[src/rtl/core/pmt_pkg.sv]
`timescale 1ns / 1ps
// Shared types and constants of the program map section parser.
// Used by every module under rtl/core; the channel interfaces do not use it.
package pmt_pkg;

   localparam logic [7:0] TABLE_ID_PMT = 8'h02;
   localparam logic [7:0] SID_DESC_TAG = 8'h52;

   // Depth of the result queue between the parser and the output stage.
   localparam int QUEUE_DEPTH = 4;
   localparam int QUEUE_AW    = $clog2(QUEUE_DEPTH);

   typedef enum logic {
      CMD_START = 1'b0,
      CMD_BYTE  = 1'b1
   } command_type;

   typedef enum logic {
      KIND_ENTRY  = 1'b0,
      KIND_FINISH = 1'b1
   } kind_type;

   typedef enum logic [2:0] {
      ST_OK        = 3'd0,
      ST_DONE      = 3'd1,
      ST_BAD_TABLE = 3'd2,
      ST_MISMATCH  = 3'd3,
      ST_TRUNCATED = 3'd4
   } status_type;

   typedef enum logic [3:0] {
      PH_PCR_HI     = 4'd0,
      PH_PCR_LO     = 4'd1,
      PH_INFO_HI    = 4'd2,
      PH_INFO_LO    = 4'd3,
      PH_SKIP       = 4'd4,
      PH_ES_TYPE    = 4'd5,
      PH_ES_PID_HI  = 4'd6,
      PH_ES_PID_LO  = 4'd7,
      PH_ES_LEN_HI  = 4'd8,
      PH_ES_LEN_LO  = 4'd9,
      PH_DESC_TAG   = 4'd10,
      PH_DESC_LEN   = 4'd11,
      PH_DESC_FIRST = 4'd12,
      PH_DESC_BODY  = 4'd13
   } phase_type;

   // Everything one input item produces: an optional stream entry followed
   // by an optional finish result.
   typedef struct packed {
      logic        entry_v;
      logic        fin_v;
      logic [12:0] es_pid;
      logic [7:0]  stream_type;
      logic [7:0]  component_tag;
      logic        tag_valid;
      logic        is_section_type;
      logic [12:0] pcr_pid;
      status_type  status;
   } rec_type;

   function automatic logic is_section(input logic [7:0] st);
      return (st == 8'h05) || (st == 8'h06) || ((st >= 8'h0A) && (st <= 8'h0D));
   endfunction

endpackage

[src/rtl/core/pmt_ifs.sv]
`timescale 1ns / 1ps
// Valid/ready channel interfaces for the request and response sides.
// The payload fields are plain logic vectors; pmt_pkg is not imported here.
interface pmt_req_if;
   logic        valid;
   logic        ready;
   logic        command;
   logic [7:0]  data_byte;
   logic        last_byte;
   logic [7:0]  table_id;
   logic [15:0] id_extension;
   logic        consolidated;

   modport source (output valid, command, data_byte, last_byte, table_id,
                   id_extension, consolidated, input ready);
   modport sink   (input valid, command, data_byte, last_byte, table_id,
                   id_extension, consolidated, output ready);
endinterface

interface pmt_rsp_if;
   logic        valid;
   logic        ready;
   logic        kind;
   logic [12:0] es_pid;
   logic [7:0]  stream_type;
   logic [7:0]  component_tag;
   logic        tag_valid;
   logic        is_section_type;
   logic [12:0] pcr_pid;
   logic [2:0]  status;
   logic        last;

   modport source (output valid, kind, es_pid, stream_type, component_tag,
                   tag_valid, is_section_type, pcr_pid, status, last,
                   input ready);
   modport sink   (input valid, kind, es_pid, stream_type, component_tag,
                   tag_valid, is_section_type, pcr_pid, status, last,
                   output ready);
endinterface

[src/rtl/core/pmt_section_parser.sv]
`timescale 1ns / 1ps
// Top level of the program map section parser: front parser, result queue
// and output stage. Depends on pmt_pkg, pmt_ifs and the pmt_* modules.
//
// Usage: req_ch carries one beat per cycle, either a section start
// (command 0 with table_id, id_extension, consolidated) or one payload
// byte (command 1, last_byte on the final byte before the CRC). rsp_ch
// returns stream entries and a finish result; last marks the final result
// of the beat that caused it. csr_data sets the expected program number
// and is always accepted; write it only while the block is idle.
// Throughput: one request beat per cycle while the queue is not full. A
// beat that yields both an entry and a finish is sent as an entry beat and
// then a finish beat from the single output register. Results pass through
// the queue and then the output register. The four-record queue lets the
// parser keep taking beats while the receiver stalls; req_ch.ready drops
// only when the queue is full. Reset clears the parser state, the queue and
// the output register; the program number returns to zero.
module pmt_section_parser
   import pmt_pkg::*;
(
   input  logic        clock,
   input  logic        reset,
   pmt_req_if.sink     req_ch,
   pmt_rsp_if.source   rsp_ch,
   input  logic        csr_valid,
   output logic        csr_ready,
   input  logic [15:0] csr_data
);

   rec_type push_rec, head_rec;
   logic    push, full, pop, empty;

   pmt_front u_front (
      .clock     (clock),
      .reset     (reset),
      .req_ch    (req_ch),
      .csr_valid (csr_valid),
      .csr_ready (csr_ready),
      .csr_data  (csr_data),
      .q_full    (full),
      .q_push    (push),
      .q_rec     (push_rec)
   );

   pmt_queue u_queue (
      .clock    (clock),
      .reset    (reset),
      .push     (push),
      .push_rec (push_rec),
      .full     (full),
      .pop      (pop),
      .head_rec (head_rec),
      .empty    (empty)
   );

   pmt_back u_back (
      .clock    (clock),
      .reset    (reset),
      .head_rec (head_rec),
      .q_empty  (empty),
      .q_pop    (pop),
      .rsp_ch   (rsp_ch)
   );

endmodule

[src/rtl/core/pmt_front.sv]
`timescale 1ns / 1ps
// Front end: accepts request beats, runs the section parser state and
// writes one result record per productive beat. Depends on pmt_pkg, pmt_ifs.
module pmt_front
   import pmt_pkg::*;
(
   input  logic         clock,
   input  logic         reset,
   pmt_req_if.sink      req_ch,
   input  logic         csr_valid,
   output logic         csr_ready,
   input  logic [15:0]  csr_data,
   input  logic         q_full,
   output logic         q_push,
   output rec_type      q_rec
);

   logic [15:0] program_number_ff, program_number_in;
   logic        done_ff, done_in;
   logic        active_ff, active_in;
   phase_type   phase_ff, phase_in;
   logic [11:0] skip_ff, skip_in;
   logic [11:0] info_ff, info_in;
   logic [7:0]  desc_ff, desc_in;
   logic        sid_ff, sid_in;
   logic [7:0]  type_ff, type_in;
   logic [12:0] pid_ff, pid_in;
   logic [7:0]  tag_ff, tag_in;
   logic        tv_ff, tv_in;
   logic [12:0] pcr_ff, pcr_in;
   logic        mismatch_ff, mismatch_in;

   logic        accept;
   logic        emit;
   logic [7:0]  b;
   logic [11:0] info_dec;

   assign csr_ready   = 1'b1;
   assign req_ch.ready = !q_full;
   assign accept = req_ch.valid && !q_full;
   assign b = req_ch.data_byte;
   assign info_dec = (info_ff != 12'd0) ? info_ff - 12'd1 : info_ff;

   always_comb begin
      program_number_in = csr_valid ? csr_data : program_number_ff;
      done_in     = done_ff;
      active_in   = active_ff;
      phase_in    = phase_ff;
      skip_in     = skip_ff;
      info_in     = info_ff;
      desc_in     = desc_ff;
      sid_in      = sid_ff;
      type_in     = type_ff;
      pid_in      = pid_ff;
      tag_in      = tag_ff;
      tv_in       = tv_ff;
      pcr_in      = pcr_ff;
      mismatch_in = mismatch_ff;
      emit        = 1'b0;
      q_rec       = '0;
      q_push      = 1'b0;

      if (accept) begin
         if (req_ch.command == CMD_START) begin
            active_in = 1'b0;
            if (done_ff) begin
               q_rec.fin_v  = 1'b1;
               q_rec.status = ST_DONE;
            end else if ((req_ch.table_id != TABLE_ID_PMT) || !req_ch.consolidated) begin
               q_rec.fin_v  = 1'b1;
               q_rec.status = ST_BAD_TABLE;
            end else begin
               active_in   = 1'b1;
               phase_in    = PH_PCR_HI;
               mismatch_in = (req_ch.id_extension != program_number_ff);
            end
         end else if (active_ff) begin
            case (phase_ff)
               PH_PCR_HI: begin
                  pcr_in   = {b[4:0], 8'h00};
                  phase_in = PH_PCR_LO;
               end
               PH_PCR_LO: begin
                  pcr_in   = {pcr_ff[12:8], b};
                  phase_in = PH_INFO_HI;
               end
               PH_INFO_HI: begin
                  skip_in  = {b[3:0], 8'h00};
                  phase_in = PH_INFO_LO;
               end
               PH_INFO_LO: begin
                  skip_in  = {skip_ff[11:8], b};
                  phase_in = (skip_in != 12'd0) ? PH_SKIP : PH_ES_TYPE;
               end
               PH_SKIP: begin
                  if (skip_ff != 12'd0) begin
                     skip_in = skip_ff - 12'd1;
                  end
                  if (skip_in == 12'd0) begin
                     phase_in = PH_ES_TYPE;
                  end
               end
               PH_ES_TYPE: begin
                  type_in  = b;
                  tag_in   = 8'h00;
                  tv_in    = 1'b0;
                  phase_in = PH_ES_PID_HI;
               end
               PH_ES_PID_HI: begin
                  pid_in   = {b[4:0], 8'h00};
                  phase_in = PH_ES_PID_LO;
               end
               PH_ES_PID_LO: begin
                  pid_in   = {pid_ff[12:8], b};
                  phase_in = PH_ES_LEN_HI;
               end
               PH_ES_LEN_HI: begin
                  info_in  = {b[3:0], 8'h00};
                  phase_in = PH_ES_LEN_LO;
               end
               PH_ES_LEN_LO: begin
                  info_in = {info_ff[11:8], b};
                  if (info_in == 12'd0) begin
                     emit     = 1'b1;
                     phase_in = PH_ES_TYPE;
                  end else begin
                     phase_in = PH_DESC_TAG;
                  end
               end
               PH_DESC_TAG: begin
                  sid_in   = (b == SID_DESC_TAG);
                  info_in  = info_dec;
                  phase_in = PH_DESC_LEN;
               end
               PH_DESC_LEN: begin
                  desc_in = b;
                  info_in = info_dec;
                  if (b == 8'h00) begin
                     emit     = (info_in == 12'd0);
                     phase_in = (info_in == 12'd0) ? PH_ES_TYPE : PH_DESC_TAG;
                  end else begin
                     phase_in = PH_DESC_FIRST;
                  end
               end
               PH_DESC_FIRST, PH_DESC_BODY: begin
                  if ((phase_ff == PH_DESC_FIRST) && sid_ff) begin
                     tag_in = b;
                     tv_in  = 1'b1;
                  end
                  info_in = info_dec;
                  if (desc_ff != 8'h00) begin
                     desc_in = desc_ff - 8'h01;
                  end
                  if (desc_in == 8'h00) begin
                     // A descriptor that overruns the ES info length still
                     // closes the entry once it is fully consumed.
                     emit     = (info_in == 12'd0);
                     phase_in = (info_in == 12'd0) ? PH_ES_TYPE : PH_DESC_TAG;
                  end else begin
                     phase_in = PH_DESC_BODY;
                  end
               end
               default: begin
               end
            endcase

            if (emit) begin
               q_rec.entry_v         = 1'b1;
               q_rec.es_pid          = pid_in;
               q_rec.stream_type     = type_in;
               q_rec.component_tag   = tv_in ? tag_in : 8'h00;
               q_rec.tag_valid       = tv_in;
               q_rec.is_section_type = is_section(type_in);
            end

            if (req_ch.last_byte) begin
               q_rec.fin_v = 1'b1;
               if ((phase_in == PH_SKIP) || (phase_in == PH_ES_TYPE)) begin
                  q_rec.status = mismatch_ff ? ST_MISMATCH : ST_OK;
               end else begin
                  q_rec.status = ST_TRUNCATED;
               end
               done_in   = 1'b1;
               active_in = 1'b0;
            end
         end
         q_rec.pcr_pid = pcr_in;
         q_push = q_rec.entry_v || q_rec.fin_v;
      end
   end

   always_ff @(posedge clock) begin
      if (reset) begin
         program_number_ff <= '0;
         done_ff     <= 1'b0;
         active_ff   <= 1'b0;
         phase_ff    <= PH_PCR_HI;
         skip_ff     <= '0;
         info_ff     <= '0;
         desc_ff     <= '0;
         sid_ff      <= 1'b0;
         type_ff     <= '0;
         pid_ff      <= '0;
         tag_ff      <= '0;
         tv_ff       <= 1'b0;
         pcr_ff      <= '0;
         mismatch_ff <= 1'b0;
      end else begin
         program_number_ff <= program_number_in;
         done_ff     <= done_in;
         active_ff   <= active_in;
         phase_ff    <= phase_in;
         skip_ff     <= skip_in;
         info_ff     <= info_in;
         desc_ff     <= desc_in;
         sid_ff      <= sid_in;
         type_ff     <= type_in;
         pid_ff      <= pid_in;
         tag_ff      <= tag_in;
         tv_ff       <= tv_in;
         pcr_ff      <= pcr_in;
         mismatch_ff <= mismatch_in;
      end
   end

`ifndef SYNTH
   // Once a section has finished, no later start can reopen parsing.
   a_done_blocks_active: assert property (@(posedge clock) disable iff (reset)
      !(done_ff && active_ff))
      else $error("parser active after a section was finished");

   // A finish result is always followed by the block being idle.
   a_finish_closes: assert property (@(posedge clock) disable iff (reset)
      (q_push && q_rec.fin_v) |=> !active_ff)
      else $error("parser still active after a finish result");
`endif

endmodule

[src/rtl/core/pmt_queue.sv]
`timescale 1ns / 1ps
// Short result-record queue that decouples the parser from the output stage.
// Depends on pmt_pkg for the record type and queue depth.
module pmt_queue
   import pmt_pkg::*;
(
   input  logic    clock,
   input  logic    reset,
   input  logic    push,
   input  rec_type push_rec,
   output logic    full,
   input  logic    pop,
   output rec_type head_rec,
   output logic    empty
);

   rec_type             mem_ff [QUEUE_DEPTH];
   logic [QUEUE_AW-1:0] wr_ptr_ff, wr_ptr_in;
   logic [QUEUE_AW-1:0] rd_ptr_ff, rd_ptr_in;
   logic [QUEUE_AW:0]   count_ff, count_in;
   logic                do_push, do_pop;

   assign full     = (count_ff == (QUEUE_AW+1)'(QUEUE_DEPTH));
   assign empty    = (count_ff == '0);
   assign do_push  = push && !full;
   assign do_pop   = pop && !empty;
   assign head_rec = mem_ff[rd_ptr_ff];

   always_comb begin
      wr_ptr_in = do_push ? wr_ptr_ff + 1'b1 : wr_ptr_ff;
      rd_ptr_in = do_pop ? rd_ptr_ff + 1'b1 : rd_ptr_ff;
      count_in  = count_ff;
      if (do_push && !do_pop) begin
         count_in = count_ff + 1'b1;
      end else if (do_pop && !do_push) begin
         count_in = count_ff - 1'b1;
      end
   end

   always_ff @(posedge clock) begin
      if (do_push) begin
         mem_ff[wr_ptr_ff] <= push_rec;
      end
   end

   always_ff @(posedge clock) begin
      if (reset) begin
         wr_ptr_ff <= '0;
         rd_ptr_ff <= '0;
         count_ff  <= '0;
      end else begin
         wr_ptr_ff <= wr_ptr_in;
         rd_ptr_ff <= rd_ptr_in;
         count_ff  <= count_in;
      end
   end

`ifndef SYNTH
   a_count_bound: assert property (@(posedge clock) disable iff (reset)
      count_ff <= (QUEUE_AW+1)'(QUEUE_DEPTH))
      else $error("queue count beyond depth");

   a_no_overflow: assert property (@(posedge clock) disable iff (reset)
      !(push && full))
      else $error("push into a full queue");
`endif

endmodule

[src/rtl/core/pmt_back.sv]
`timescale 1ns / 1ps
// Output stage: takes records from the queue and sends their entry and
// finish results as response beats. Depends on pmt_pkg and pmt_ifs.
module pmt_back
   import pmt_pkg::*;
(
   input  logic    clock,
   input  logic    reset,
   input  rec_type head_rec,
   input  logic    q_empty,
   output logic    q_pop,
   pmt_rsp_if.source rsp_ch
);

   rec_type rec_ff, rec_in;
   logic    valid_ff, valid_in;
   logic    sent_ff, sent_in;
   logic    entry_now, final_beat, fire;

   assign entry_now  = rec_ff.entry_v && !sent_ff;
   assign final_beat = !(entry_now && rec_ff.fin_v);
   assign fire       = valid_ff && rsp_ch.ready;
   assign q_pop      = !q_empty && (!valid_ff || (fire && final_beat));

   always_comb begin
      rec_in   = rec_ff;
      valid_in = valid_ff;
      sent_in  = sent_ff;
      if (!valid_ff || (fire && final_beat)) begin
         rec_in   = head_rec;
         valid_in = q_pop;
         sent_in  = 1'b0;
      end else if (fire) begin
         sent_in = 1'b1;
      end
   end

   assign rsp_ch.valid           = valid_ff;
   assign rsp_ch.kind            = entry_now ? KIND_ENTRY : KIND_FINISH;
   assign rsp_ch.es_pid          = entry_now ? rec_ff.es_pid : '0;
   assign rsp_ch.stream_type     = entry_now ? rec_ff.stream_type : '0;
   assign rsp_ch.component_tag   = entry_now ? rec_ff.component_tag : '0;
   assign rsp_ch.tag_valid       = entry_now && rec_ff.tag_valid;
   assign rsp_ch.is_section_type = entry_now && rec_ff.is_section_type;
   assign rsp_ch.pcr_pid         = rec_ff.pcr_pid;
   assign rsp_ch.status          = entry_now ? ST_OK : rec_ff.status;
   assign rsp_ch.last            = final_beat;

   always_ff @(posedge clock) begin
      rec_ff <= rec_in;
   end

   always_ff @(posedge clock) begin
      if (reset) begin
         valid_ff <= 1'b0;
         sent_ff  <= 1'b0;
      end else begin
         valid_ff <= valid_in;
         sent_ff  <= sent_in;
      end
   end

`ifndef SYNTH
   // The entry beat of a record is only marked sent when a finish follows.
   a_sent_has_finish: assert property (@(posedge clock) disable iff (reset)
      (valid_ff && sent_ff) |-> rec_ff.fin_v)
      else $error("second beat of a record without a finish result");
`endif

endmodule
[src/flat_wrapper.sv]
// flat-port wrapper written by rule: the top's interface ports become plain ports
module pmt_section_parser_flat import pmt_pkg::*;
  (clock, reset, csr_valid, csr_ready, csr_data, req_ch_valid, req_ch_command, req_ch_data_byte, req_ch_last_byte, req_ch_table_id, req_ch_id_extension, req_ch_consolidated, req_ch_ready, rsp_ch_valid, rsp_ch_kind, rsp_ch_es_pid, rsp_ch_stream_type, rsp_ch_component_tag, rsp_ch_tag_valid, rsp_ch_is_section_type, rsp_ch_pcr_pid, rsp_ch_status, rsp_ch_last, rsp_ch_ready);
  pmt_req_if req_ch_i ();
  pmt_rsp_if rsp_ch_i ();
  input  logic clock;
  input  logic reset;
  input  logic csr_valid;
  output logic csr_ready;
  input  logic [15:0] csr_data;
  input wire logic [$bits(req_ch_i.valid)-1:0] req_ch_valid;
  input wire logic [$bits(req_ch_i.command)-1:0] req_ch_command;
  input wire logic [$bits(req_ch_i.data_byte)-1:0] req_ch_data_byte;
  input wire logic [$bits(req_ch_i.last_byte)-1:0] req_ch_last_byte;
  input wire logic [$bits(req_ch_i.table_id)-1:0] req_ch_table_id;
  input wire logic [$bits(req_ch_i.id_extension)-1:0] req_ch_id_extension;
  input wire logic [$bits(req_ch_i.consolidated)-1:0] req_ch_consolidated;
  output wire logic [$bits(req_ch_i.ready)-1:0] req_ch_ready;
  output wire logic [$bits(rsp_ch_i.valid)-1:0] rsp_ch_valid;
  output wire logic [$bits(rsp_ch_i.kind)-1:0] rsp_ch_kind;
  output wire logic [$bits(rsp_ch_i.es_pid)-1:0] rsp_ch_es_pid;
  output wire logic [$bits(rsp_ch_i.stream_type)-1:0] rsp_ch_stream_type;
  output wire logic [$bits(rsp_ch_i.component_tag)-1:0] rsp_ch_component_tag;
  output wire logic [$bits(rsp_ch_i.tag_valid)-1:0] rsp_ch_tag_valid;
  output wire logic [$bits(rsp_ch_i.is_section_type)-1:0] rsp_ch_is_section_type;
  output wire logic [$bits(rsp_ch_i.pcr_pid)-1:0] rsp_ch_pcr_pid;
  output wire logic [$bits(rsp_ch_i.status)-1:0] rsp_ch_status;
  output wire logic [$bits(rsp_ch_i.last)-1:0] rsp_ch_last;
  input wire logic [$bits(rsp_ch_i.ready)-1:0] rsp_ch_ready;
  assign req_ch_i.valid = req_ch_valid;
  assign req_ch_i.command = req_ch_command;
  assign req_ch_i.data_byte = req_ch_data_byte;
  assign req_ch_i.last_byte = req_ch_last_byte;
  assign req_ch_i.table_id = req_ch_table_id;
  assign req_ch_i.id_extension = req_ch_id_extension;
  assign req_ch_i.consolidated = req_ch_consolidated;
  assign req_ch_ready = req_ch_i.ready;
  assign rsp_ch_valid = rsp_ch_i.valid;
  assign rsp_ch_kind = rsp_ch_i.kind;
  assign rsp_ch_es_pid = rsp_ch_i.es_pid;
  assign rsp_ch_stream_type = rsp_ch_i.stream_type;
  assign rsp_ch_component_tag = rsp_ch_i.component_tag;
  assign rsp_ch_tag_valid = rsp_ch_i.tag_valid;
  assign rsp_ch_is_section_type = rsp_ch_i.is_section_type;
  assign rsp_ch_pcr_pid = rsp_ch_i.pcr_pid;
  assign rsp_ch_status = rsp_ch_i.status;
  assign rsp_ch_last = rsp_ch_i.last;
  assign rsp_ch_i.ready = rsp_ch_ready;
  pmt_section_parser u_core (.clock(clock), .reset(reset), .req_ch(req_ch_i), .rsp_ch(rsp_ch_i), .csr_valid(csr_valid), .csr_ready(csr_ready), .csr_data(csr_data));
endmodule
[config.mk]
export PLATFORM = sky130hd
export DESIGN_NAME = pmt_section_parser_flat
export DESIGN_NICKNAME = d
export VERILOG_FILES = /design/src/rtl/core/pmt_pkg.sv /design/src/rtl/core/pmt_ifs.sv /design/src/rtl/core/pmt_section_parser.sv /design/src/rtl/core/pmt_front.sv /design/src/rtl/core/pmt_queue.sv /design/src/rtl/core/pmt_back.sv /design/src/flat_wrapper.sv
export SDC_FILE = /design/constraint.sdc
export NUM_CORES = 1
export LEC_CHECK = 0
export ABC_AREA = 1
export BUFFER_PORTS_ARGS = -buffer_cell sky130_fd_sc_hd__buf_2
export CAP_MARGIN = 10
export CORE_MARGIN = 2
export CORE_UTILIZATION = 55
export DETAILED_ROUTE_END_ITERATION = 10
export GPL_TIMING_DRIVEN = 0
export PLACE_DENSITY = 0.76
export SETUP_SLACK_MARGIN = 0.15
export SLEW_MARGIN = 20
export SYNTH_ARGS = -nofsm -noshare
export SYNTH_HDL_FRONTEND = slang
export SYNTH_HIERARCHICAL = 1
export SYNTH_SLANG_ARGS = --single-unit
[constraint.sdc]
create_clock -name clock -period 4.55 [get_ports clock]
set_input_delay 0 -clock clock [delete_from_list [all_inputs] [get_ports clock]]
set_output_delay 0 -clock clock [all_outputs]
set_load 0.1 [all_outputs]
# Word-level counts from Yosys, hierarchy flattened

Memory sizes are Yosys's and may differ from the RTL's. A register that Yosys moved wholly into a read port is not among the register bits.
Index checks and enable logic that the tools add are counted.

Register bits after elaboration: 108
Bits in latches: 0
Memory bits (writable): 196
ROM bits: 0
Input port bits: 56
Output and inout bits: 52
Word-level logic and storage cells: 203
Memories: 1

Memory list:

| name                  | words | bits a word | read ports | clocked after Yosys merged registers in | write ports | line            | source |
|---|---|---|---|---|---|---|---|
| u_core.u_queue.mem_ff | 4     | 49          | 1          | 1                                       | 1           | pmt_queue.sv:17 | `rec_type mem_ff [QUEUE_DEPTH];` |

$add $sub $neg: 7
Multiply operators: 0
Divide/modulo/power cells: 0
Order comparisons: 2
Equality and inequality tests: 24
Shifts and indexed selects: 0
Multiplexer cells: 85
Bitwise gates (word level): 5
Reductions and logical operators: 58

Operators with widths:

| kind                                               | count |
|---|---|
| two-way mux 8 bit                                  | 13 |
| two-way mux 12 bit                                 | 6 |
| one-hot mux 12 bit (3 select lines)                | 2 |
| two-way mux 31 bit                                 | 2 |
| one-hot mux 13 bit (2 select lines)                | 2 |
| one-hot mux 4 bit (13 select lines)                | 1 |
| two-way mux 49 bit                                 | 1 |
| two-way mux 4 bit                                  | 12 |
| two-way mux 13 bit                                 | 3 |
| zero test 12 bit                                   | 3 |
| nonzero test 12 bit                                | 3 |
| two-way mux 33 bit                                 | 1 |
| one-hot mux 8 bit (2 select lines)                 | 2 |
| two-way mux 1 bit                                  | 28 |
| AND reduction 4 bit                                | 7 |
| == test 4 x 3 -> 1 bit, second input constant      | 6 |
| == test 4 bit, second input constant               | 6 |
| subtractor 12 x 1 -> 12 bit, second input constant | 2 |
| two-way mux 3 bit                                  | 7 |
| == test 8 x 3 -> 1 bit, second input constant      | 2 |
| zero test 8 bit                                    | 2 |
| inequality test 16 bit                             | 1 |
| logical AND 1 bit                                  | 14 |
| AND reduction 5 bit                                | 2 |
| other kinds (27)                                   | 53 |

# Logic depth before layout (Yosys ltp)

Gate-level depths: netlist (run 1).

Word-level depth: 23
Gate-level depth with buffers: 26
Mapped depth without buffers: 26

# By module

The synthesis (run 1) kept the hierarchy.

Modules (own cells, without submodules):

| module    | instances | cells each | area an instance (µm²) | seq. area each (µm²) |
|---|---|---|---|---|
| pmt_queue | 1         | 544        | 7747.4                 | 6065.8 |
| pmt_front | 1         | 1002       | 6242.2                 | 1981.9 |
| pmt_back  | 1         | 148        | 1963.1                 | 1511.4 |

# Worst setup path after synthesis (run 1)

OpenSTA, ideal clock, no wires.

Kind: reg2reg
From: register u_core.u_queue.count_ff[0]
To: memory u_core/u_queue/mem_ff[0][0] (netlist name), enable pin
Library setup time: 0.456 ns
Arrival: 4.562 ns
Required time: 4.094 ns
Path slack: -0.468 ns
Stages on the path, launching flop included: 12
Buffers on the path: 1
Clock period less this slack: 5.018 ns
Cells stage by stage: dfxtp_1 nor2_1 nand2_1 inv_1 inv_1 nand2_1 nor2_1 inv_1 clkbuf_1 o21ai_0 nand2_1 nor2_1

Longest elaborated chain between the ends: 7

Ends and longest elaborated chain:

| element                                 | line                     | source |
|---|---|---|
| start, declared                         | pmt_queue.sv:20          | `logic [QUEUE_AW:0] count_ff, count_in;` |
| start signal, assigned                  | pmt_queue.sv:54          | `count_ff <= count_in;` |
| == test 3 bit                           | pmt_queue.sv:23          | `assign full = (count_ff == (QUEUE_AW+1)'(QUEUE_DEPTH));` |
| named net u_core.full                   | pmt_section_parser.sv:31 | `logic push, full, pop, empty;` |
| zero test 1 bit                         | --                       |  |
| named net req_ch_ready                  | flat_wrapper.sv:18       | `output wire logic [$bits(req_ch_i.ready)-1:0] req_ch_ready;` |
| logical AND 1 bit                       | pmt_front.sv:40          | `assign accept = req_ch.valid && !q_full;` |
| two-way mux 1 bit                       | pmt_front.sv:63          | `if (accept) begin` |
| named net u_core.push                   | pmt_section_parser.sv:31 |  |
| logical AND 1 bit                       | pmt_queue.sv:25          | `assign do_push = push && !full;` |
| two-way mux 1 bit                       | pmt_queue.sv:41          | `if (do_push) begin` |
| two-way mux 1 bit (implied by the code) | pmt_queue.sv:42          | `mem_ff[wr_ptr_ff] <= push_rec;` |
| end, declared                           | pmt_queue.sv:17          |  |

The timed path passes the listed nets, and every way through them passes these cells.

# Worst setup path after layout (run 1)

From: register u_core.u_front.info_ff[0]
To: register u_core.u_queue.count_ff[2]

Longest elaborated chain between the ends: 18
Elaborated cells between the ends (all ways): 22
Classes of those cells: 1 x add/sub; 13 x mux; 8 x reduce/logical

Ends and longest elaborated chain:

| element                                                                   | line                               | source |
|---|---|---|
| start, declared                                                           | pmt_front.sv:23                    | `logic [11:0] info_ff, info_in;` |
| start signal, assigned                                                    | pmt_front.sv:214                   | `info_ff <= info_in;` |
| subtractor 12 x 1 -> 12 bit / nonzero test 12 bit (equally long branches) | pmt_front.sv:42                    | `assign info_dec = (info_ff != 12'd0) ? info_ff - 12'd1 : info_ff;` |
| two-way mux 12 bit *                                                      | pmt_front.sv:42                    |  |
| zero test 12 bit *                                                        | pmt_front.sv:139, pmt_front.sv:157 |  |
| two-way mux 1 bit, on equally long branches                               | pmt_front.sv:154, pmt_front.sv:138 |  |
| one-hot mux 1 bit (3 select lines) *                                      | pmt_front.sv:78                    | `case (phase_ff)` |
| two-way mux 1 bit *                                                       | pmt_front.sv:77                    | `end else if (active_ff) begin` |
| two-way mux 1 bit *                                                       | pmt_front.sv:64                    | `if (req_ch.command == CMD_START) begin` |
| two-way mux 1 bit *                                                       | pmt_front.sv:63                    |  |
| [4 not listed]                                                            | --                                 |  |
| logical OR 1 bit *                                                        | pmt_front.sv:188                   | `q_push = q_rec.entry_v \|\| q_rec.fin_v;` |
| two-way mux 1 bit *                                                       | pmt_front.sv:63                    |  |
| named net u_core.push                                                     | pmt_section_parser.sv:31           |  |
| logical AND 1 bit *                                                       | pmt_queue.sv:25                    |  |
| named net u_core.u_queue.do_push                                          | pmt_queue.sv:21                    | `logic do_push, do_pop;` |
| zero test 1 bit                                                           | pmt_queue.sv:35                    | `end else if (do_pop && !do_push) begin` |
| logical AND 1 bit                                                         | pmt_queue.sv:35                    |  |
| nonzero test 2 bit (no source line)                                       | --                                 |  |

Mark *: on every way through the listed nets, which the timed path passes. The rest lies on a longest branch. The select of a mux whose other input is x is not followed.
A chain may end at the register's enable or synchronous reset.

==> impl_metrics.csv, run 1 <==
group,metric,value,unit
yosys,yosysUniqueCellTypes,47,
critical_path,path_depth,26,
yosys,synth-edff-count,245,
critical_path,regToRegEndpoint,"u_core/u_queue/count_ff[2]",
timing,period_share,87.8,%
critical_path,start_kind,"register",
yosys,yosysMostFrequentCell,"nor2_1",
hold_path,holdPathStages,5,
timing,rsz0062_at_grt,"no",
yosys,yosysTopAreaCellShare,46.1,%
pwr,p_per_area,543,nW/µm²
grt,antenna_found_initial,0,
timing,fin_crit,4.00,ns
yosys,synth_cells,1694,
run,maxCapViolCount,0,
critical_path,r2r-start,"u_core/u_front/info_ff[0]",
placed_design,dpl.hpwl,26400,µm
cts,cts_buffer_depth,3,
pwr,combinationalPowerShare,32.6,%
timing,finalSetupTns,0,ns
grt,grt_start_max_net_pins,50,
yosys,synth_top_flop_cell,"edfxtp_1",
cts,htreeDepth,2,
timing,finalHoldViolCount,0,
route,vias_per_cell,5.57,
finish,areaGrowthSynthToFinish,17.5,%
critical_path,arrival,4.41,ns
critical_path,cp_top_family,"simple AND/OR/NAND/NOR gates",
route,ant_nets,0,
critical_path,worst_setup_path_end_kind,"register",
cts,path_clk_slew,0.06,ns
finish,antennaDiodeCount,0,
yosys,synth_nets,1759,
critical_path,critPathSlowestCell,"fa_1",
die,ios,108,
route,via_count,12800,
die,core-area,28600,µm²
finish,nFillCells,2206,
die,num_rows,62,
yosys,synth-seq-area-share,59.9,%
timing,maxSlewHeadroom,52.6,%
critical_path,cp_common_cell,"nand2_1",
route,drcViolationCount,0,
route,first_iter_violations,1344,
yosys,ys_seq_elements,355,
timing,setup_viol,0,
critical_path,path_class,"reg2reg",
cts,cts_buffers,37,
die,initial_core_util,55.7,%
critical_path,critPathBufInv,5,
grt,grt_pass1_wl,61700,µm
timing,tightest_slew,0.705,ns
pwr,p_clk_share,28.1,%
pwr,seq_power_share,39.3,%
cts,cts_tree,"done",
cts,clockRootBuffer,"clkbuf_16",
cts,cts_sinks,355,
timing,slew_violations,0,
placed_design,numPortBuffers,105,
yosys,ys_top_cells_by_count,"nor2_1, edfxtp_1, nand2_1",
timing,max_freq,250,MHz
die,die_w,174,µm
finish,drive_gt1_share,14.1,%
critical_path,crit_required,4.96,ns
finish,nets,1951,
hold_path,hold_class,"in2reg",
timing,setup_ws,0.553,ns
critical_path,ff2ff_path_depth,26,
placed_design,place_ws,0.304,ns
critical_path,path_max_fanout,10,
pwr,internal-power,0.00622,W
yosys,yosys.area.top_type,"edfxtp_1",
critical_path,ff2ff_setup_slack,0.55,ns
pwr,switching_share,38.9,%
yosys,syn_area,16000,µm²
yosys,yosysWarnings,6,
die,die_h,174,µm
pwr,switching_power,0.00395,W
timing,fin_skew,0.0183,ns
die,dieArea,30400,µm²
critical_path,cp-startpoint,"u_core/u_front/info_ff[0]",
yosys,ys_async_sr_fraction,0,%
grt,grt_pass1_vias,12100,
critical_path,critPathMaxStageDelay,0.38,ns
grt,gr-usage-all-layers,25.4,%
pwr,p_leak,7.52,nW
route,dr.pass1.iters,8,
run_status,run_status,"finished, final reports clean",
yosys,postSynthAreaPerCell,9.42,µm²
cts,worstSkewPairLatency,0.52,ns
yosys,synth.area.top_cells,"edfxtp_1, dfxtp_1, nor2_1, nand2_1, o21ai_0",
route,wl,39200,µm
grt,grt_remaining_overflow,0,
critical_path,cp-endpoint,"u_core/u_queue/count_ff[2]",
placed_design,gp_congestion,0.923,
pwr,peakVddDrop,0.387,mV
route,wl_per_cell,17.0,µm
-- routing by layer --
| layer | vias up | wire, µm | track usage [%] |
|---|---|---|---|
| li1 | 6147 | - | - |
| met1 | 6030 | 16100 | 33.0 |
| met2 | 510 | 19300 | 43.8 |
| met3 | 105 | 2570 | 3.61 |
| met4 | 0 | 1160 | 9.21 |
| met5 | - | 0 | 0 |
-- cell usage in the layout (no fill, tap or decap), types with 9 or more instances in the layout --
master,synthesis,final
edfxtp_1,245,245
buf_6,12,12
xor2_1,19,19
clkbuf_1,36,46
buf_4,17,19
dlygate4sd3_1,0,38
a21oi_1,96,96
clkinv_1,4,11
nor2_2,12,12
o211ai_1,12,12
clkbuf_16,0,38
buf_2,17,122
o21ai_0,159,158
o21ai_1,10,11
nor3_1,9,9
nor2_1,274,270
a221oi_1,14,14
inv_1,192,192
nand4_1,15,15
o22ai_1,83,83
or2_2,12,12
dfxtp_1,110,110
nand3_1,56,56
nand2_1,230,229
-- worst min path at each step --
| stage | to | startpoint | slack, ns |
|---|---|---|---|
| floorplan | register | reset | 0.07 |
| global placement | u_core/u_front/program_number_ff[3] | csr_data[3] | 0.22 |
| detailed placement | u_core/u_front/program_number_ff[3] | csr_data[3] | 0.23 |
| CTS | u_core/u_front/program_number_ff[11] | csr_valid | 0.07 |
| global route | u_core/u_front/program_number_ff[5] | csr_valid | 0.11 |
| finish | u_core/u_front/program_number_ff[11] | csr_valid | 0.07 |
-- cell families (layout without fill, tap and decap cells) --
| kind of cell | after synthesis | in the layout | share of synthesized area (%) |
|---|---|---|---|
| AND/OR/NAND/NOR | 626 | 626 | 16.4 |
| XOR/XNOR | 21 | 21 | 1.15 |
| adder cells (fa/ha/maj) | 9 | 9 | 0.753 |
| other | 1 | 1 | 0.0235 |
| buffers and inverters | 292 | 512 | 8.03 |
| flip-flops | 355 | 355 | 59.9 |
| AO/OA/AOI/OAI | 390 | 390 | 13.7 |
-- layout make-up --
cell class	instances	area, µm²	area share [%]
flip-flops and latches	355	9560	51.0
multi-input cells	1047	5150	27.5
repair buffers	153	1130	6.01
clock buffers	49	1000	5.35
inverters	205	774	4.13
plain buffers	87	507	2.70
well taps	384	480	2.56
clock inverters	18	149	0.794
-- timing repair --
action,in CTS,in global routing
setup buffers,0,2
hold buffers,38,0
setup endpoints to repair,0,41
hold endpoints to repair,48,0
gates resized for setup,0,1
-- through the flow --
step           power, W  cell area, µm²  instances  utilization [%]  hold WS [ns]
6_report         0.0102           18700       2298             65.5        0.0723
5_1_grt          0.0106           18700       2298             65.5         0.109
4_1_cts          0.0102           18700       2296             65.4        0.0659
3_5_place_dp    0.00736           17200       2191             60.1         0.228
3_3_place_gp    0.00728           17000       2183             59.2         0.225
2_1_floorplan   0.00669           16000       1694                -        0.0691
-- state kept, by name, summed over array words and instances, names as in the netlist, 2 cells and up, named ones only --
register,count
u_core/u_front/program_number_ff,16
u_core/u_queue/count_ff,3
u_core/u_front/pcr_ff,13
u_core/u_front/type_ff,8
u_core/u_queue/rd_ptr_ff,2
u_core/u_front/pid_ff,13
u_core/u_queue/wr_ptr_ff,2
u_core/u_front/skip_ff,12
u_core/u_front/tag_ff,8
u_core/u_front/desc_ff,8
u_core/u_back/rsp_ch.pcr_pid,13
u_core/u_queue/mem_ff,196
u_core/u_front/info_ff,12
u_core/u_back/rec_ff,36
u_core/u_front/phase_ff,4
-- worst min-delay path, delay by kind of cell --
family                 cells  cell delay (ns)
and+or+nand+nor            2             0.18
buffers and inverters      3             0.36
-- power groups by stage --
stage	Clock (W)	Combinational, W	Sequential [W]
2_1_floorplan	0	0.00261	0.00408
3_3_place_gp	0	0.00320	0.00408
3_5_place_dp	0	0.00329	0.00407
4_1_cts	0.00289	0.00333	0.00400
5_1_grt	0.00302	0.00351	0.00403
6_report	0.00286	0.00332	0.00400
No activity file was read; power rests on OpenSTA's default activity.
==> run 2: changes to the inputs <==
Settings changed: RECOVER_POWER set to 25.
==> impl_metrics.csv, run 2 (synthesized netlist as in run 1, its figures left out) <==
group,metric,value,unit
run_status,run_status,"finished with violations",
run_status,violations,"max-capacitance violations, max-slew violations",
timing,finalHoldViolCount,0,
finish,areaGrowthSynthToFinish,17.0,%
timing,tightest_slew,2.03,ns
route,wl,39300,µm
die,dieArea,30400,µm²
pwr,switching_power,0.00395,W
grt,gr-usage-met2,43.8,%
finish,nets,1951,
finish,antennaDiodeCount,0,
critical_path,path_max_fanout,10,
pwr,internal-power,0.00617,W
route,vias_per_cell,5.57,
cts,cts_buffers,37,
timing,setup_viol,0,
placed_design,dpl.hpwl,26400,µm
finish,final_common_cell,"nor2_1",
pwr,p_per_area,542,nW/µm²
finish,regMostFlops,"u_core/u_queue/mem_ff",
finish,nFillCells,2242,
placed_design,place_ws,0.304,ns
die,die_h,174,µm
hold_path,hold_class,"in2reg",
timing,setup_ws,0.548,ns
grt,gr-usage-met1,33.0,%
run,maxCapViolCount,1,
grt,met3_usage,3.61,%
placed_design,numPortBuffers,105,
timing,maxSlewHeadroom,-35.8,%
pwr,p_clk_share,28.2,%
placed_design,gp_congestion,0.923,
timing,period_share,88.0,%
die,die_w,174,µm
timing,rsz0062_at_grt,"no",
grt,antenna_found_initial,0,
die,num_rows,62,
grt,grt_pass1_wl,61700,µm
cts,worstSkewPairLatency,0.52,ns
grt,grt_pass1_vias,12100,
pwr,peakVddDrop,0.373,mV
timing,fin_crit,4.00,ns
cts,path_clk_slew,0.06,ns
finish,largest_register_ffs,196,
timing,fin_skew,0.0167,ns
cts,cts_tree,"done",
pwr,combinationalPowerShare,32.3,%
route,ant_nets,0,
timing,slew_violations,50,
placed_design,placed_area,17200,µm²
grt,grt_start_max_net_pins,50,
die,initial_core_util,55.7,%
finish,layout_common_cells,"nor2_1, edfxtp_1, nand2_1, inv_1, o21ai_0",
timing,max_freq,250,MHz
cts,cts_buffer_depth,3,
finish,final_area,18700,µm²
route,dr.pass1.iters,6,
die,ios,108,
cts,htreeDepth,2,
cts,cts_sinks,355,
route,first_iter_violations,1321,
pwr,p_leak,7.36,nW
critical_path,arrival,4.41,ns
pwr,seq_power_share,39.5,%
critical_path,crit_required,4.96,ns
cts,clockRootBuffer,"clkbuf_16",
route,via_count,12800,
grt,grt_remaining_overflow,0,
pwr,switching_share,39.0,%
route,drcViolationCount,0,
finish,reg_top3,"u_core/u_queue/mem_ff (196), u_core/u_back/rec_ff (36), u_core/u_front/program_number_ff (16)",
finish,drive_gt1_share,11.4,%
critical_path,worst_setup_path_end_kind,"register",
grt,gr-usage-all-layers,25.4,%
route,wl_per_cell,17.1,µm
critical_path,start_kind,"register",
grt,top_usage_layer,"met2",
die,core-area,28600,µm²
critical_path,path_class,"reg2reg",
-- run 2: cell count changes in the layout (fill, tap and decap cells not counted), sizes merged --
cell    delta
buf       -46
clkbuf    +46
-- run 2: area by class of cell --
cell class	count	area, µm²	share of cell area (%)
plain buffers	87	498	2.67
repair buffers	153	1070	5.74
inverters	205	774	4.15
clock inverters	18	149	0.798
clock buffers	49	1000	5.37
multi-input cells	1047	5130	27.5
flip-flops and latches	355	9560	51.2
well taps	384	480	2.57
-- run 2: power by group through the flow --
stage | Combinational (W) | Clock (W) | Sequential [W]
CTS | 0.00333 | 0.00289 | 0.00400
floorplan | 0.00261 | 0 | 0.00408
detailed placement | 0.00329 | 0 | 0.00407
global placement | 0.00320 | 0 | 0.00408
finish | 0.00327 | 0.00285 | 0.00400
global route | 0.00345 | 0.00302 | 0.00404
-- run 2: stage by stage --
| stage | setup TNS (ns) | power (W) | cells | hold WS [ns] | utilization [%] |
|---|---|---|---|---|---|
| 4_1_cts | 0 | 0.0102 | 2296 | 0.0659 | 65.4 |
| 5_1_grt | 0 | 0.0105 | 2298 | 0.109 | 65.2 |
| 6_report | 0 | 0.0101 | 2298 | 0.0733 | 65.2 |
| 3_3_place_gp | -421.18 | 0.00728 | 2183 | 0.225 | 59.2 |
| 3_5_place_dp | 0 | 0.00736 | 2191 | 0.228 | 60.1 |
| 2_1_floorplan | -91.66 | 0.00669 | 1694 | 0.0691 | - |
-- run 2: path summary, 6_finish.rpt --
| check | from | to | slack, ns | depth (start not counted) |
|---|---|---|---|---|
| worst max register to register | u_core/u_front/info_ff[0] | u_core/u_queue/count_ff[2] | 0.55 | 26 |
| worst max-delay path | u_core/u_front/info_ff[0] | u_core/u_queue/count_ff[2] | 0.55 | 26 |
| worst min register to register | u_core/u_front/pid_ff[0] | u_core/u_front/pid_ff[0] | 0.46 | 2 |
| worst min-delay path | csr_valid | u_core/u_front/program_number_ff[11] | 0.07 | 5 |
-- run 2: routing by layer --
layer | share of wire [%] | vias up
li1 | - | 6144
met1 | 41 | 6043
met2 | 49 | 525
met3 | 6.9 | 92
met4 | 2.9 | 0
met5 | 0 | -
-- run 2: worst max-delay path: stages (launching register included) --
cell	delay, ns
dfxtp_1	0.32
inv_1	0.13
ha_1	0.33
nand2_4	0.11
nor2_8	0.17
nand2_4	0.10
buf_6	0.15
nand3_2	0.09
nand2_1	0.05
nor2_1	0.14
nand3_1	0.13
nor2_1	0.12
nand2_1	0.07
nand2_2	0.09
a21oi_2	0.13
o21ai_1	0.28
nand2_1	0.30
inv_1	0.19
ha_1	0.18
inv_1	0.07
fa_1	0.38
inv_1	0.07
nand2_1	0.04
nand3_1	0.09
nand2_1	0.06
nand2_1	0.05
nor2_1	0.04
-- run 2: timing repair --
action / in CTS / in global routing
endpoints found under the setup margin: 0 / 41
endpoints found under the hold margin: 48 / 0
hold buffers: 38 / 0
gates resized for setup: 0 / 1
setup buffers: 0 / 2
